### config.mk
export PLATFORM = sky130hd
export DESIGN_NAME = indexed_linked_list_manager
export DESIGN_NICKNAME = d
export VERILOG_FILES = /design/src/hw/rtl/ilm_pkg.sv /design/src/hw/rtl/ilm_cell.sv /design/src/hw/rtl/indexed_linked_list_manager.sv
export SDC_FILE = /design/constraint.sdc
export NUM_CORES = 2
export LEC_CHECK = 0
export BUFFER_PORTS_ARGS = -buffer_cell sky130_fd_sc_hd__buf_2
export CAP_MARGIN = 15
export CORE_UTILIZATION = 64
export DETAILED_ROUTE_END_ITERATION = 16
export PLACE_DENSITY_LB_ADDON = 0.08
export SYNTH_ARGS = -nofsm -noshare
export SYNTH_HDL_FRONTEND = slang
export SYNTH_HIERARCHICAL = 1
export SYNTH_SLANG_ARGS = --single-unit
### constraint.sdc
create_clock -name clk -period 6.3 [get_ports clk]
set_input_delay 0.315 -clock clk [delete_from_list [all_inputs] [get_ports clk]]
set_output_delay 0.315 -clock clk [all_outputs]
set_load 0.01 [all_outputs]
### src/hw/rtl/ilm_pkg.sv
// ----------------------------------------------------------------------------
// ilm_pkg
// Shared codes, widths and the walking transaction token of the linked list
// manager.
// ----------------------------------------------------------------------------
package ilm_pkg;

    localparam int VALUE_W    = 32;
    localparam int REQ_W      = 3;
    localparam int STATUS_W   = 2;
    localparam int S_TDATA_W  = 40;
    localparam int M_TDATA_W  = 40;

    localparam logic [REQ_W-1:0] REQ_PUSH_FRONT = 3'd0;
    localparam logic [REQ_W-1:0] REQ_PUSH_BACK  = 3'd1;
    localparam logic [REQ_W-1:0] REQ_POP_FRONT  = 3'd2;
    localparam logic [REQ_W-1:0] REQ_POP_BACK   = 3'd3;
    localparam logic [REQ_W-1:0] REQ_SORTED_INS = 3'd4;
    localparam logic [REQ_W-1:0] REQ_REMOVE     = 3'd5;
    localparam logic [REQ_W-1:0] REQ_SEARCH     = 3'd6;
    localparam logic [REQ_W-1:0] REQ_UNUSED     = 3'd7;

    localparam logic [STATUS_W-1:0] ST_OK        = 2'd0;
    localparam logic [STATUS_W-1:0] ST_FULL      = 2'd1;
    localparam logic [STATUS_W-1:0] ST_EMPTY     = 2'd2;
    localparam logic [STATUS_W-1:0] ST_NOT_FOUND = 2'd3;

    typedef enum logic [1:0] {
        OP_INSERT,
        OP_REMOVE,
        OP_SEARCH
    } op_kind_t;

    typedef enum logic [2:0] {
        COND_ALWAYS,
        COND_FREE,
        COND_ORDER,
        COND_LAST,
        COND_MATCH
    } cond_t;

    typedef struct packed {
        logic                active;
        op_kind_t            kind;
        cond_t               cond;
        logic                done;
        logic                carry_valid;
        logic [VALUE_W-1:0]  carry_value;
        logic [VALUE_W-1:0]  operand;
    } tok_t;

endpackage

### src/hw/rtl/ilm_cell.sv
// ----------------------------------------------------------------------------
// ilm_cell
// One list position: holds an entry and acts on the token passing through.
// ----------------------------------------------------------------------------
module ilm_cell
    import ilm_pkg::*;
(
    input  logic               clk,
    input  logic               rst_n,
    input  tok_t               tok_in,
    input  logic               nxt_valid,
    input  logic [VALUE_W-1:0] nxt_value,
    output logic               valid,
    output logic [VALUE_W-1:0] value,
    output tok_t               tok_out
);

    logic               valid_reg;
    logic               valid_next;
    logic [VALUE_W-1:0] value_reg;
    logic [VALUE_W-1:0] value_next;
    tok_t               tok_reg;
    tok_t               tok_next;
    logic               cond_ok;
    logic               hit;

    always_comb
    begin
        case (tok_in.cond)
            COND_ALWAYS: cond_ok = 1'b1;
            COND_FREE:   cond_ok = !valid_reg;
            COND_ORDER:  cond_ok = !valid_reg ||
                                   ($signed(value_reg) > $signed(tok_in.operand));
            COND_LAST:   cond_ok = valid_reg && !nxt_valid;
            COND_MATCH:  cond_ok = valid_reg && (value_reg == tok_in.operand);
            default:     cond_ok = 1'b0;
        endcase
    end

    assign hit = tok_in.active && !tok_in.done && cond_ok;

    always_comb
    begin
        valid_next = valid_reg;
        value_next = value_reg;
        tok_next   = tok_in;
        if (tok_in.active)
        begin
            case (tok_in.kind)
                OP_INSERT:
                begin
                    if (tok_in.done || hit)
                    begin
                        valid_next           = tok_in.done ? tok_in.carry_valid : 1'b1;
                        value_next           = tok_in.done ? tok_in.carry_value
                                                           : tok_in.operand;
                        tok_next.carry_valid = valid_reg;
                        tok_next.carry_value = value_reg;
                        tok_next.done        = 1'b1;
                    end
                end
                OP_REMOVE:
                begin
                    if (tok_in.done || hit)
                    begin
                        valid_next = nxt_valid;
                        value_next = nxt_value;
                    end
                    if (hit)
                    begin
                        tok_next.done        = 1'b1;
                        tok_next.carry_value = value_reg;
                    end
                end
                OP_SEARCH:
                begin
                    if (hit)
                    begin
                        tok_next.done = 1'b1;
                    end
                end
                default:
                begin
                    tok_next = tok_in;
                end
            endcase
        end
    end

    always_ff @(posedge clk or negedge rst_n)
    begin
        if (!rst_n)
        begin
            valid_reg <= 1'b0;
            tok_reg   <= '0;
        end
        else
        begin
            valid_reg <= valid_next;
            tok_reg   <= tok_next;
        end
    end

    always_ff @(posedge clk)
    begin
        value_reg <= value_next;
    end

    assign valid   = valid_reg;
    assign value   = value_reg;
    assign tok_out = tok_reg;

endmodule

### src/hw/rtl/indexed_linked_list_manager.sv
// ----------------------------------------------------------------------------
// indexed_linked_list_manager
// Ordered list of up to CAPACITY signed values held in a row of cells.
// ----------------------------------------------------------------------------
// Requests arrive on the s_ group (req_type, operand_value) and each one
// gives exactly one response transaction on the m_ group (status,
// popped_value). Position 0 of the cell row is the head of the list.
// A request that the list state settles at once (full pool, empty list,
// unused code) answers in the cycle after it is accepted. Every other
// request sends a token through the row of cells, one cell per cycle, from
// the launch register through each cell's token register; the response is
// registered when the token leaves the last cell. One request is in flight
// at a time: no request is accepted while a token walks the row.
// A new request is accepted while a response is being taken. After reset
// the list is empty and s_tready is high. When the receiver stalls, the
// response is held in the output register and no further request is
// accepted until it has been taken.
// ----------------------------------------------------------------------------
module indexed_linked_list_manager
    import ilm_pkg::*;
#(
    parameter int CAPACITY = 16
)
(
    input  logic                 clk,
    input  logic                 rst_n,
    input  logic                 s_tvalid,
    output logic                 s_tready,
    // Fields from bit 0: req_type[2:0], operand_value[34:3], zero padding.
    input  logic [S_TDATA_W-1:0] s_tdata,
    output logic                 m_tvalid,
    input  logic                 m_tready,
    // Fields from bit 0: status[1:0], popped_value[33:2], zero padding.
    output logic [M_TDATA_W-1:0] m_tdata
);

    logic [REQ_W-1:0]    req_type;
    logic [VALUE_W-1:0]  operand_value;
    logic                in_accept;

    logic                cell_valid [CAPACITY];
    logic [VALUE_W-1:0]  cell_value [CAPACITY];
    tok_t                tok_chain  [CAPACITY+1];

    tok_t                launch_reg;
    tok_t                launch_next;
    logic                busy_reg;
    logic                busy_next;
    logic [REQ_W-1:0]    req_reg;
    logic [REQ_W-1:0]    req_next;
    logic                out_valid_reg;
    logic                out_valid_next;
    logic [STATUS_W-1:0] status_reg;
    logic [STATUS_W-1:0] status_next;
    logic [VALUE_W-1:0]  popped_reg;
    logic [VALUE_W-1:0]  popped_next;
    tok_t                tok_exit;

    assign req_type      = s_tdata[REQ_W-1:0];
    assign operand_value = s_tdata[REQ_W+VALUE_W-1:REQ_W];
    assign s_tready      = !busy_reg && (!out_valid_reg || m_tready);
    assign in_accept     = s_tvalid && s_tready;
    assign tok_chain[0]  = launch_reg;
    assign tok_exit      = tok_chain[CAPACITY];

    genvar gi;
    generate
        for (gi = 0; gi < CAPACITY; gi++)
        begin : g_cell
            logic               nv;
            logic [VALUE_W-1:0] nval;
            if (gi == CAPACITY - 1)
            begin : g_tail
                assign nv   = 1'b0;
                assign nval = '0;
            end
            else
            begin : g_inner
                assign nv   = cell_valid[gi+1];
                assign nval = cell_value[gi+1];
            end
            ilm_cell u_cell (
                .clk       (clk),
                .rst_n     (rst_n),
                .tok_in    (tok_chain[gi]),
                .nxt_valid (nv),
                .nxt_value (nval),
                .valid     (cell_valid[gi]),
                .value     (cell_value[gi]),
                .tok_out   (tok_chain[gi+1])
            );
        end
    endgenerate

    always_comb
    begin
        launch_next        = '0;
        launch_next.kind   = OP_SEARCH;
        launch_next.cond   = COND_ALWAYS;
        busy_next          = busy_reg;
        req_next           = req_reg;
        out_valid_next     = out_valid_reg && !m_tready;
        status_next        = status_reg;
        popped_next        = popped_reg;

        if (in_accept)
        begin
            req_next             = req_type;
            launch_next.operand  = operand_value;
            case (req_type)
                REQ_PUSH_FRONT, REQ_PUSH_BACK, REQ_SORTED_INS:
                begin
                    if (cell_valid[CAPACITY-1])
                    begin
                        out_valid_next = 1'b1;
                        status_next    = ST_FULL;
                        popped_next    = '0;
                    end
                    else
                    begin
                        busy_next          = 1'b1;
                        launch_next.active = 1'b1;
                        launch_next.kind   = OP_INSERT;
                        if (req_type == REQ_PUSH_FRONT)
                        begin
                            launch_next.cond = COND_ALWAYS;
                        end
                        else if (req_type == REQ_PUSH_BACK)
                        begin
                            launch_next.cond = COND_FREE;
                        end
                        else
                        begin
                            launch_next.cond = COND_ORDER;
                        end
                    end
                end
                REQ_POP_FRONT, REQ_POP_BACK, REQ_REMOVE, REQ_SEARCH:
                begin
                    if (!cell_valid[0])
                    begin
                        out_valid_next = 1'b1;
                        status_next    = ST_EMPTY;
                        popped_next    = '0;
                    end
                    else
                    begin
                        busy_next          = 1'b1;
                        launch_next.active = 1'b1;
                        if (req_type == REQ_SEARCH)
                        begin
                            launch_next.kind = OP_SEARCH;
                        end
                        else
                        begin
                            launch_next.kind = OP_REMOVE;
                        end
                        if (req_type == REQ_POP_FRONT)
                        begin
                            launch_next.cond = COND_ALWAYS;
                        end
                        else if (req_type == REQ_POP_BACK)
                        begin
                            launch_next.cond = COND_LAST;
                        end
                        else
                        begin
                            launch_next.cond = COND_MATCH;
                        end
                    end
                end
                default:
                begin
                    out_valid_next = 1'b1;
                    status_next    = ST_OK;
                    popped_next    = '0;
                end
            endcase
        end
        else if (busy_reg && tok_exit.active)
        begin
            busy_next      = 1'b0;
            out_valid_next = 1'b1;
            popped_next    = '0;
            status_next    = ST_OK;
            if ((tok_exit.kind != OP_INSERT) && !tok_exit.done)
            begin
                status_next = ST_NOT_FOUND;
            end
            if ((req_reg == REQ_POP_FRONT) || (req_reg == REQ_POP_BACK))
            begin
                popped_next = tok_exit.carry_value;
            end
        end
    end

    always_ff @(posedge clk or negedge rst_n)
    begin
        if (!rst_n)
        begin
            launch_reg    <= '0;
            busy_reg      <= 1'b0;
            req_reg       <= REQ_UNUSED;
            out_valid_reg <= 1'b0;
            status_reg    <= ST_OK;
            popped_reg    <= '0;
        end
        else
        begin
            launch_reg    <= launch_next;
            busy_reg      <= busy_next;
            req_reg       <= req_next;
            out_valid_reg <= out_valid_next;
            status_reg    <= status_next;
            popped_reg    <= popped_next;
        end
    end

    assign m_tvalid = out_valid_reg;
    assign m_tdata  = {{(M_TDATA_W-STATUS_W-VALUE_W){1'b0}}, popped_reg, status_reg};

endmodule

== Yosys cells after proc, flatten, opt, wreduce, memory -nomap -nowiden ==
Index checks and enable logic that the tools add are counted.
W data, S select, Z words.

* Magnitude comparators: 16
* Eq/ne operators: 157
* Multiplexer cells: 286
* Reductions and logical operators: 222

{| class="wikitable"
|+ Operator list
! kind !! count
|-
| $mux W32 || 69
|-
| $pmux W32 S2 || 33
|-
| $mux W72 || 16
|-
| $mux W34 || 16
|-
| $eq A32 B32 Y1 || 16
|-
| $gt A32 B32 Y1 || 16
|-
| $eq A3 B2 Y1 const B || 36
|-
| $mux W1 || 87
|-
| $pmux W1 S5 || 16
|-
| $pmux W1 S2 || 34
|-
| $reduce_and A4 Y1 || 17
|-
| $logic_and A1 B1 Y1 || 67
|-
| $ne A2 B1 Y1 const B || 32
|-
| $eq A3 B3 Y1 const B || 19
|-
| $eq A3 B1 Y1 const B || 17
|-
| $logic_not A3 Y1 || 17
|-
| $reduce_bool A2 Y1 || 18
|-
| $logic_not A1 Y1 || 35
|-
| $logic_or A1 B1 Y1 || 33
|-
| $eq A2 B1 Y1 const B || 16
|-
| $eq A2 B2 Y1 const B || 16
|-
| $logic_not A2 Y1 || 16
|-
| $reduce_or A2 Y1 || 16
|-
| $mux W6 || 3
|-
| other kinds (10) || 20
|}

* Bits in registers: 1721
* Input port bits: 44
* Output and inout port bits: 42
* Word-level logic and storage cells: 831

== Logic depth before layout (Yosys ltp) ==
* Depth after elaboration: 8
* Depth in mapped cells: 12
* Gate-level depth less buffers: 10

== Cells and area by module ==
The synthesis kept the hierarchy.

{| class="wikitable"
|+ Modules (own cells, without submodules)
! module !! times used !! cells an instance !! area an instance (µm²) !! seq. area each (µm²)
|-
| ilm_cell (g_cell[0].u_cell ...) || 10 || 548 || 5480.3 || 2787.7
|-
| ilm_cell (g_cell[4].u_cell ...) || 6 || 409 || 4878.4 || 2787.7
|-
| indexed_linked_list_manager || 1 || 200 || 2812.7 || 1904.3
|}

== Least setup slack after synthesis ==
Ideal clock, no wire load.

* Path type: register to register
* Start point: register g_cell[10].u_cell.value_reg[14]
* End point: register g_cell[10].u_cell.valid_reg
* Setup time: 0.129 ns
* Data arrival time: 4.730 ns
* Data required time: 6.171 ns
* Setup slack: 1.441 ns
* Cell stages (with the launch flop): 8
* Path buffers: 0
* Period minus slack after synthesis: 4.859 ns
* Path through: edfxtp_1 > ha_1 > nand4_2 > a2111o_1 > a311oi_1 > nor4_1 > a211oi_1 > mux2_1

* Cells in the longest elaborated chain, start to end: 7
* Elaborated cells on any way between the ends: 10
* Classes of those cells: order compare: 1; eq/ne: 3; mux: 1; reduce/logical: 5

{| class="wikitable"
|+ RTL lines
! item !! RTL line !! source
|-
| start: declaration || ilm_cell.sv:20 || <nowiki>logic [VALUE_W-1:0] value_reg;</nowiki>
|-
| start signal: assignment || ilm_cell.sv:106 || <nowiki>value_reg <= value_next;</nowiki>
|-
| $gt A32 B32 Y1 or $eq A32 B32 Y1 (tied branches) || ilm_cell.sv:33, ilm_cell.sv:35 ||
|-
| $logic_or A1 B1 Y1 or $logic_and A1 B1 Y1 (tied branches) || ilm_cell.sv:32, ilm_cell.sv:35 ||
|-
| $pmux W1 S5 (*) || ilm_cell.sv:29 || <nowiki>case (tok_in.cond)</nowiki>
|-
| $logic_and A1 B1 Y1 (*) || ilm_cell.sv:40 || <nowiki>assign hit = tok_in.active && !tok_in.done && cond_ok;</nowiki>
|-
| $logic_or A1 B1 Y1 (*) || ilm_cell.sv:52, ilm_cell.sv:64 ||
|-
| $ne A2 B1 Y1 (no source line) || - ||
|-
| $reduce_and A4 Y1 (no source line) (*) || - ||
|-
| end signal: assignment || ilm_cell.sv:99 || <nowiki>valid_reg <= valid_next;</nowiki>
|-
| end: declaration || ilm_cell.sv:18 || <nowiki>logic valid_reg;</nowiki>
|}

Every way passes the cells marked *; elsewhere a longest branch is shown, timed or not.
A chain may end at the register's enable or synchronous reset.

== Worst setup path in the final report ==
* Start point: register g_cell[1].u_cell.tok_reg (netlist bit g_cell[1].u_cell/tok_out[26])
* End point: register g_cell[2].u_cell.valid_reg

* Cells in the longest elaborated chain, start to end: 7
* Elaborated cells on any way between the ends: 10
* Classes of those cells: order compare: 1; eq/ne: 3; mux: 1; reduce/logical: 5

{| class="wikitable"
|+ RTL lines
! item !! RTL line !! source
|-
| start: declaration || ilm_cell.sv:22 || <nowiki>tok_t tok_reg;</nowiki>
|-
| start signal: assignment || ilm_cell.sv:100 || <nowiki>tok_reg <= tok_next;</nowiki>
|-
| $gt A32 B32 Y1 or $eq A32 B32 Y1 (tied branches) || ilm_cell.sv:33, ilm_cell.sv:35 ||
|-
| $logic_or A1 B1 Y1 or $logic_and A1 B1 Y1 (tied branches) || ilm_cell.sv:32, ilm_cell.sv:35 ||
|-
| $pmux W1 S5 (*) || ilm_cell.sv:29 ||
|-
| $logic_and A1 B1 Y1 (*) || ilm_cell.sv:40 ||
|-
| $logic_or A1 B1 Y1 (*) || ilm_cell.sv:52, ilm_cell.sv:64 ||
|-
| $ne A2 B1 Y1 (no source line) || - ||
|-
| $reduce_and A4 Y1 (no source line) (*) || - ||
|-
| end signal: assignment || ilm_cell.sv:99 ||
|-
| end: declaration || ilm_cell.sv:18 ||
|}

Marked as above.

==> results.cfg <==
[floorplanning]
io_pins = 86
fp.dieArea_um2 = 135800
dieWidth_um = 368.5
core-area_um2 = 133300
rows = 134
initial_core_util_pct = 64.49
die_h_um = 368.5

[pwr]
p_per_area_nw_per_um2 = 262.7
power.total_w = 0.02484
p_leak_nw = 36.26
ir_drop_mv = 0.2702

[worst_setup_path]
arrival_ns = 4.87
crit_required_ns = 6.99
cp-start-kind = register
reg2reg_from = g_cell[1].u_cell/tok_out[26]$_DFF_PN0_
critPathKind = reg -> reg
startpoint = g_cell[1].u_cell/tok_out[26]$_DFF_PN0_
worstSetupEndpointType = register
worstPathMaxFanout = 17

[job]
max_cap_viol_count = 0

[grt]
antenna_found_initial = 2
grt_max_degree = 172
overflow = 0
grt_pass1_vias = 64350
grtUsageTotal_pct = 35.46
grt_pass1_wl_mm = 375.1

[timing]
slew_headroom_pct = 15.60
max_slew.worst_pin.slew_ns = 1.263
rsz0062_at_grt = false
tns_ns = 0
final_max_slew_viol_count = 0
hold_ws_ns = 0.07813
setup_slack_ns = 2.114
clock.fmax_ghz = 0.2389
min_period_ns = 4.186
clock_skew_ns = 0.02416
setup_viol = 0
hold_violations = 0
min_period_over_period_pct = 66.44

[final_layout]
design_area_um2 = 94580
layout-drive-gt1-share_pct = 7.627
num-fill-cells = 9592
antenna_cells = 0
seq_area_um2 = 45630
layout_common_cells = nand2_1, dfrtp_1, o21ai_0
layout.nets = 8746
largest_reg_flops = 1116
mostFrequentLayoutCell = nand2_1
syn2layout_area_growth_pct = 10.03
multi_input_area_um2 = 36550

[min_path]
hold_class = in -> async

[placed_design]
pre_cts_ws_ns = 2.200
placed_area_um2 = 87900
io_buffers = 74
dp_hpwl_mm = 168.0
finalWeightedCongestion = 0.9288

[drt]
drt_pre_antenna_iters = 6
drc_errors = 0
initialDrtViolationCount = 6562
drt_wl_total_mm = 241.5
wl_per_cell_um = 23.99
avgViaCountPerCell = 6.463
vias = 65060
antenna_left = 0

[synthesis]
ys_warn_count = 6
syn_area_um2 = 85960
synth.avg_cell_area_um2 = 10.62
postSynthCellCount = 8095

[clock_network]
clockBufferDepth = 3
clk_pin_slew_ns = 0.07
htreeDepth = 4
cts_made_buffers = 177
insertion_delay_ns = 0.81
cts_sinks = 1720
ctsResizeCount = 0
cts_tree = yes
clock-root-buffer = clkbuf_16

[status]
status = finished clean
-- through the flow --
step                      util, %  cells
after floorplan                 -   8201
after global placement      65.95   9683
after detailed placement    65.95   9683
after CTS                   70.84  10060
after global routing        70.96  10070
final                       70.96  10070
-- power by group --
part	internal [W]	switching, W	total [W]
clock	0.00648	0.00447	0.0109
combinational	0.000602	0.000930	0.00153
sequential	0.0119	0.000435	0.0124
-- path summary, 6_finish.rpt --
check	to	slack [ns]	cells past startpoint
setup reg to reg	g_cell[2].u_cell/valid$_DFFE_PN0P_	2.11	10
setup / recovery	g_cell[2].u_cell/valid$_DFFE_PN0P_	2.11	10
min in group clk	launch_reg[8]$_DFF_PN0_	0.26	3
hold reg to reg	g_cell[5].u_cell/tok_out[31]$_DFF_PN0_	0.40	0
hold / removal	popped_reg[26]$_DFFE_PN0P_	0.08	2
max in group asynchronous	g_cell[6].u_cell/tok_out[65]$_DFF_PN0_	4.52	3
-- routing by layer --
metal	vias up	share of wire, %	global-route usage [%]
met2	2887	49	59.37
met1	32600	40	46.89
met5	-	0.0054	0
li1	28980	-	-
met4	2	4.0	13.45
met3	591	6.9	5.182
-- layout make-up --
type                            count  share of cell area (%)
Multi-Input combinational cell   5421                   38.65
Clock buffer                      266                   5.589
Timing Repair Buffer              234                   1.963
Clock inverter                     70                  0.8903
Sequential cell                  1720                   48.24
Tap cell                         1768                   2.339
Inverter                          588                   2.334
-- repair_timing --
item,4_1_cts,5_1_grt
endpoints found under the hold margin,155,0
buffers inserted,0,0
endpoints found under the setup margin,0,0
hold buffers,40,0
-- worst max-delay path, cell delays in order (launching register included) --
cell and delay, ns:
dfrtp_1 0.43, inv_1 0.06, ha_1 0.31, nand4_1 0.27, nor4_4 0.49, nand2b_1 0.11
a311oi_1 0.56, nor4_1 0.20, a211oi_4 0.87, buf_4 0.42, mux2_1 0.35
(Power assumes the default switching activity.)
